===== src/sv/besq_pkg.sv =====
// shared constants, codes and handshake types for the bounded evicting slot queue
// no dependencies; imported by every module of the block
package besq_pkg;

  // queue geometry
  localparam int CAPACITY    = 8;
  localparam int HANDLE_BITS = 32;
  localparam int IDX_W       = $clog2(CAPACITY);
  localparam int COUNT_W     = $clog2(CAPACITY + 1);

  // fixed port widths
  localparam int ACTION_W = 2;
  localparam int SLOT_W   = 3;
  localparam int ITEM_W   = 32;
  localparam int STATUS_W = 2;

  // operation codes
  typedef enum logic [ACTION_W-1:0] {
    ACT_ADD      = 2'd0,
    ACT_WITHDRAW = 2'd1,
    ACT_READ     = 2'd2,
    ACT_NOP      = 2'd3
  } action_t;

  // result status codes
  typedef enum logic [STATUS_W-1:0] {
    STS_OK         = 2'd0,
    STS_BEYOND_CAP = 2'd1,
    STS_BEYOND_CNT = 2'd2,
    STS_UNUSED     = 2'd3
  } status_t;

  // controller to datapath commands
  typedef struct packed {
    logic exec;  // carry out the input beat and load the result register
  } ctl_cmd_t;

endpackage


===== src/sv/bounded_evicting_slot_queue_core.sv =====
// top level of the bounded evicting slot queue
// depends on besq_pkg, besq_ctl and besq_dp
//
// Ordered queue of up to eight 32-bit handles, slot 0 oldest. Each input beat
// (add, withdraw, read or no-op) yields exactly one result beat, presented in the
// cycle after it is accepted, carrying the handle, a status code, the count after
// the operation and whether the slot held an entry. The block takes one beat per
// cycle while in_stall is low: the whole shift of the entry store for an evicting
// add or a withdraw is done by a single combinational shift network. A result
// register separates the two sides, so in_stall rises only while a result is held
// and out_stall is high. After reset the queue is empty; no clearing pass is needed.
module bounded_evicting_slot_queue_core
  import besq_pkg::*;
(
  input  logic                clk,
  input  logic                rst_n,
  input  logic                in_valid,
  output logic                in_stall,
  input  logic [ACTION_W-1:0] in_action,
  input  logic [SLOT_W-1:0]   in_slot,
  input  logic [ITEM_W-1:0]   in_item_handle,
  output logic                out_valid,
  input  logic                out_stall,
  output logic [ITEM_W-1:0]   out_item_out,
  output logic [STATUS_W-1:0] out_status,
  output logic [COUNT_W-1:0]  out_count_after,
  output logic                out_slot_occupied
);

  ctl_cmd_t cmd;

  // handshake control
  besq_ctl u_ctl (
    .clk       (clk),
    .rst_n     (rst_n),
    .in_valid  (in_valid),
    .in_stall  (in_stall),
    .out_valid (out_valid),
    .out_stall (out_stall),
    .cmd       (cmd)
  );

  // queue storage and result
  besq_dp u_dp (
    .clk               (clk),
    .rst_n             (rst_n),
    .cmd               (cmd),
    .in_action         (in_action),
    .in_slot           (in_slot),
    .in_item_handle    (in_item_handle),
    .out_item_out      (out_item_out),
    .out_status        (out_status),
    .out_count_after   (out_count_after),
    .out_slot_occupied (out_slot_occupied)
  );

endmodule


===== src/sv/besq_ctl.sv =====
// handshake controller: tracks whether the result register holds a beat
// depends on besq_pkg
module besq_ctl
  import besq_pkg::*;
(
  input  logic     clk,
  input  logic     rst_n,
  input  logic     in_valid,
  output logic     in_stall,
  output logic     out_valid,
  input  logic     out_stall,
  output ctl_cmd_t cmd
);

  typedef enum logic [1:0] {
    ST_EMPTY = 2'b01,
    ST_HELD  = 2'b10
  } ctl_state_t;

  ctl_state_t state_r;
  ctl_state_t state_nxt;
  logic       accept;

  // input may enter unless a held result is blocked downstream
  assign out_valid = (state_r == ST_HELD);
  assign in_stall  = out_valid && out_stall;
  assign accept    = in_valid && !in_stall;
  assign cmd.exec  = accept;

  // next state
  always_comb begin
    state_nxt = state_r;
    unique case (state_r)
      ST_EMPTY: begin
        if (accept) state_nxt = ST_HELD;
      end
      ST_HELD: begin
        if (accept) state_nxt = ST_HELD;
        else if (!out_stall) state_nxt = ST_EMPTY;
      end
      default: state_nxt = ST_EMPTY;
    endcase
  end

  always_ff @(posedge clk) begin
    if (!rst_n) state_r <= ST_EMPTY;
    else state_r <= state_nxt;
  end

endmodule


===== src/sv/besq_dp.sv =====
// datapath: shift-register entry store, entry count and result register
// depends on besq_pkg; driven by besq_ctl commands
module besq_dp
  import besq_pkg::*;
(
  input  logic                clk,
  input  logic                rst_n,
  input  ctl_cmd_t            cmd,
  input  logic [ACTION_W-1:0] in_action,
  input  logic [SLOT_W-1:0]   in_slot,
  input  logic [ITEM_W-1:0]   in_item_handle,
  output logic [ITEM_W-1:0]   out_item_out,
  output logic [STATUS_W-1:0] out_status,
  output logic [COUNT_W-1:0]  out_count_after,
  output logic                out_slot_occupied
);

  logic [HANDLE_BITS-1:0] entries_r   [CAPACITY];
  logic [HANDLE_BITS-1:0] entries_nxt [CAPACITY];
  logic [HANDLE_BITS-1:0] shifted     [CAPACITY];
  logic [COUNT_W-1:0]     count_r;
  logic [COUNT_W-1:0]     count_nxt;

  logic [ITEM_W-1:0]   item_r;
  logic [STATUS_W-1:0] status_r;
  logic [COUNT_W-1:0]  count_after_r;
  logic                occupied_r;

  action_t                act;
  logic [COUNT_W-1:0]     slot_ext;
  logic [HANDLE_BITS-1:0] handle;
  logic                   full;
  logic                   beyond_cap;
  logic                   beyond_cnt;
  logic                   occupied;
  status_t                status;
  logic [HANDLE_BITS-1:0] slot_entry;
  logic [ITEM_W-1:0]      item;

  assign act        = action_t'(in_action);
  assign slot_ext   = COUNT_W'(in_slot);
  assign handle     = HANDLE_BITS'(in_item_handle);
  assign full       = (count_r >= COUNT_W'(CAPACITY));
  assign beyond_cap = (slot_ext >= COUNT_W'(CAPACITY));
  assign beyond_cnt = (slot_ext >= count_r);
  assign occupied   = !beyond_cap && !beyond_cnt;
  assign slot_entry = entries_r[IDX_W'(in_slot)];

  // every entry moved down one slot, top slot cleared
  generate
    for (genvar g = 0; g < CAPACITY; g++) begin : g_shift
      if (g == CAPACITY - 1) begin : g_top
        assign shifted[g] = '0;
      end else begin : g_mid
        assign shifted[g] = entries_r[g + 1];
      end
    end
  endgenerate

  // status and returned handle
  always_comb begin
    status = STS_OK;
    item   = '0;
    if (act == ACT_WITHDRAW || act == ACT_READ) begin
      priority if (beyond_cap) status = STS_BEYOND_CAP;
      else if (beyond_cnt) status = STS_BEYOND_CNT;
      else item = ITEM_W'(slot_entry);
    end
  end

  // store and count update
  always_comb begin
    entries_nxt = entries_r;
    count_nxt   = count_r;
    unique case (act)
      ACT_ADD: begin
        if (full) begin
          for (int i = 0; i < CAPACITY; i++) begin
            entries_nxt[i] = shifted[i];
          end
          entries_nxt[CAPACITY-1] = handle;
        end else begin
          for (int i = 0; i < CAPACITY; i++) begin
            if (COUNT_W'(i) == count_r) entries_nxt[i] = handle;
          end
          count_nxt = count_r + COUNT_W'(1);
        end
      end
      ACT_WITHDRAW: begin
        if (occupied) begin
          // close the gap above the withdrawn slot
          for (int i = 0; i < CAPACITY; i++) begin
            if (COUNT_W'(i) >= slot_ext) entries_nxt[i] = shifted[i];
          end
          count_nxt = count_r - COUNT_W'(1);
        end
      end
      ACT_READ, ACT_NOP: begin
        count_nxt = count_r;
      end
      default: count_nxt = count_r;
    endcase
  end

  // entry store, no reset: entries beyond the count are never read
  always_ff @(posedge clk) begin
    if (cmd.exec) entries_r <= entries_nxt;
  end

  always_ff @(posedge clk) begin
    if (!rst_n) count_r <= '0;
    else if (cmd.exec) count_r <= count_nxt;
  end

  // result register
  always_ff @(posedge clk) begin
    if (cmd.exec) begin
      item_r        <= item;
      status_r      <= status;
      count_after_r <= count_nxt;
      occupied_r    <= occupied;
    end
  end

  assign out_item_out      = item_r;
  assign out_status        = status_r;
  assign out_count_after   = count_after_r;
  assign out_slot_occupied = occupied_r;

endmodule


===== config.mk =====
export PLATFORM = sky130hd
export DESIGN_NAME = bounded_evicting_slot_queue_core
export DESIGN_NICKNAME = d
export VERILOG_FILES = /design/src/sv/besq_pkg.sv /design/src/sv/bounded_evicting_slot_queue_core.sv /design/src/sv/besq_ctl.sv /design/src/sv/besq_dp.sv
export SDC_FILE = /design/constraint.sdc
export NUM_CORES = 1
export LEC_CHECK = 0
export BUFFER_PORTS_ARGS = -buffer_cell sky130_fd_sc_hd__buf_4
export CORE_MARGIN = 5
export CORE_UTILIZATION = 54
export CTS_CLUSTER_SIZE = 20
export DETAILED_ROUTE_END_ITERATION = 8
export PLACE_DENSITY = 0.75
export SLEW_MARGIN = 0
export SYNTH_ARGS = -nofsm -noshare
export SYNTH_HDL_FRONTEND = slang
export SYNTH_HIERARCHICAL = 1
export SYNTH_SLANG_ARGS = --single-unit

===== constraint.sdc =====
create_clock -name clk -period 5.6 [get_ports clk]
set_input_delay 1.12 -clock clk [delete_from_list [all_inputs] [get_ports clk]]
set_output_delay 1.12 -clock clk [all_outputs]
set_load 0.1 [all_outputs]

==> run metrics <==
status=completed; setup bufs post-CTS=0; gpl congestion=0.803; root buffer cell=clkbuf_16; # rows=59; final setup fails=0; Worst Skew=around 12 ps; routed vias=slightly below 8,000; All-Layer GR Usage=about a fifth; Max Fclk=274 MHz; Antenna Violating Nets Remaining=0; Synth Instances=925; syn avg cell area=15.4 um^2; Final nets=a little over 1,000; H-tree lvl count=1; hold-fix buffers at CTS=0; CTS Buffer Depth=3; Initial Util=54.8%; Hold Path Depth=2; CP Data Arrival Time=3890 ps; Cell Area, Synth=14,200 um^2; Post-DP HPWL=17.7 mm; drt first-iter violations=831; Area growth, synth to finish=12.4%; critical path peak fanout=36; die height=172 um; Hold Crit Endpoint=u_ctl/state_r[0]$_SDFFE_PN1P_; RSZ-0062 raised after global routing=no; area leader, netlist=edfxtp_1; VDD IR-drop max=0.258 mV; Post-synth ARST share=0%; largest cells by area after synthesis=edfxtp_1 62%, a21o_1 11%, mux4_2 10%; Die Wd=roughly 170 um; CTS resizes=0; TritonCTS Buffers=31; Max Transition Viols Final=0; initial antenna violation count=0; worst r2r dst=u_dp/entries_r[69]$_DFFE_PP_; total die area=29,700 um^2; slew margin rel.=roughly 28%; post-layout instance area=16,000 um^2; fin worst setup slack=1950 ps; flop-to-flop setup slack=about 2300 ps; Worst-Margin Slew=1070 ps; syn_nets=979; share of cells above drive strength 1=26.6%; Synthesis Warnings=6; fin crit share=between 60% and 70%; post-synth top area share=62.0%; Critical R2R Launch=u_dp/count_r[2]$_SDFFE_PN0P_; Skew-Pair Late Insertion Delay=560 ps; crit path launch type=input pin; Top FF cell, synth=edfxtp_1; critical setup path kind=in2reg; Routed wire per std cell=22.1 um; IO buf count=80; worst reg2reg path depth=7; ant diodes=0; Clock transition at path regs=60 ps; CP Capture Type=flip-flop; clock sink count=300; count of cell types in the netlist=51; Required @ worst endpoint=5830 ps; post-route setup TNS=0 ps; # DRC=0; number of flops mapped to enable cells by yosys=294; I/O pins=slightly above 80; vias in the first global route=about 8,200; largest net degree at the start of global routing=69; Hold Path Origin=u_ctl/state_r[0]$_SDFFE_PN1P_; first-pass GRT wire length=46.0 mm; post-synthesis sequential area ratio=62.8%; drt pass-1 iters=4; Yosys reg bits=300; Core Box Area=26,000 um^2; grt total ovfl=0; overall power=5.55 mW; DP Worst Slack=1370 ps; max cap viols=0; HP Class=reg2reg; CTS tree=built; Tmin final=3650 ps; Lkg Pwr=between 6 and 7 nW; Power Density=347 nW/um^2; Vias/cell=6.01; overall routed net length=29.2 mm; Final Hold Fails=0; placed cell area=15,000 um^2
## flip-flops by register name, summed over array words and instances, names as in the netlist
signal / count
u_dp/out_status: 1
u_dp/out_slot_occupied: 1
u_dp/out_item_out: 32
u_ctl/state_r: 2
u_dp/entries_r: 256
u_dp/out_count_after: 4
u_dp/count_r: 4
## power breakdown
| part | switching, mW | internal, mW | leakage [nW] |
|---|---|---|---|
| registers | 0.0565 | 2.64 | 2.80 |
| clock network | 0.800 | 1.19 | 0.467 |
| logic | 0.553 | 0.310 | 3.35 |
## final cells by class
class,count,area (um^2)
clock buffer,39,806
clock inverter,11,154
fill,1989,9980
inverter,14,52.6
multi-input combinational,517,4830
sequential,300,8950
tap,335,419
timing repair buffer,102,791
## critical path: stages
cell      delay, ps
buf_4           550
ha_1            380
o21ba_2         240
nand2_1         120
o221ai_1        340
nor3_2          730
buf_4           380
## metrics by stage
stage | hold slack [ps] | instances | utilization (%)
floorplan | 496 | 925 | -
global placement | 511 | 1268 | 57.9
detailed placement | 527 | 1268 | 57.9
CTS | 534 | 1318 | 61.6
global route | 559 | 1318 | 61.6
finish | 533 | 1318 | 61.6
## cell usage after synthesis (2+ instances only)
cell type and count:
a211oi_1 4, a21o_1 207, a21o_2 17, a21oi_1 16
a31oi_1 4, and2_1 14, and2_2 18, and3_1 2
buf_1 5, buf_2 27, buf_4 3, buf_6 8
buf_8 3, clkbuf_1 48, dfxtp_1 6, edfxtp_1 294
ha_1 13, inv_1 14, mux2i_1 33, mux4_2 64
nand2_1 8, nand2_2 2, nand2b_1 2, nand3_1 3
nor2_1 41, nor2b_1 33, nor3_1 7, o21ai_0 4
o21bai_1 2, xor2_1 2
## layer usage
metal	global-route usage [%]	share of wire, %	vias up
li1	-	-	3621
met1	27.8	42	4024
met2	33.7	51	249
met3	3.02	6.1	31
met4	3.79	1.2	0
met5	0	0	-
## cells in the final DEF (no fill, tap or decap), types with 5 or more instances in the layout
cell and instances:
edfxtp_1 294, a21o_1 207, buf_4 100, mux4_2 64, nor2_1 38, mux2i_1 33
nor2b_1 33, clkbuf_16 31, and2_2 18, a21o_2 17, a21oi_1 16, inv_1 14
and2_1 14, ha_1 12, clkbuf_1 8, nand2_1 8, dfxtp_1 6, nor3_1 5
## worst max-delay path by stage
stage	depth (start not counted)	startpoint	end	slack [ps]
2_1_floorplan	9	in_slot[0]	u_dp/entries_r[192]$_DFFE_PP_	80
3_5_place_dp	7	in_slot[2]	u_dp/entries_r[76]$_DFFE_PP_	1370
4_1_cts	7	in_slot[2]	u_dp/entries_r[69]$_DFFE_PP_	1940
6_report	7	in_slot[2]	u_dp/entries_r[69]$_DFFE_PP_	1950
3_3_place_gp	7	in_slot[2]	u_dp/entries_r[76]$_DFFE_PP_	1430
5_1_grt	7	in_slot[2]	u_dp/entries_r[69]$_DFFE_PP_	1820
## cells by family after synthesis
group | after synthesis | synth area share, %
DFF | 300 | 62.8
AOI/OAI and AO/OA | 267 | 14.3
and+or+nand+nor | 136 | 5.27
buffers and inverters | 108 | 3.82
muxes | 97 | 12.4
adders and majority gates | 13 | 1.14
xor gates and xnor gates | 3 | 0.185
other | 1 | 0.0263
Note: power is estimated with default switching activity, not from simulation.
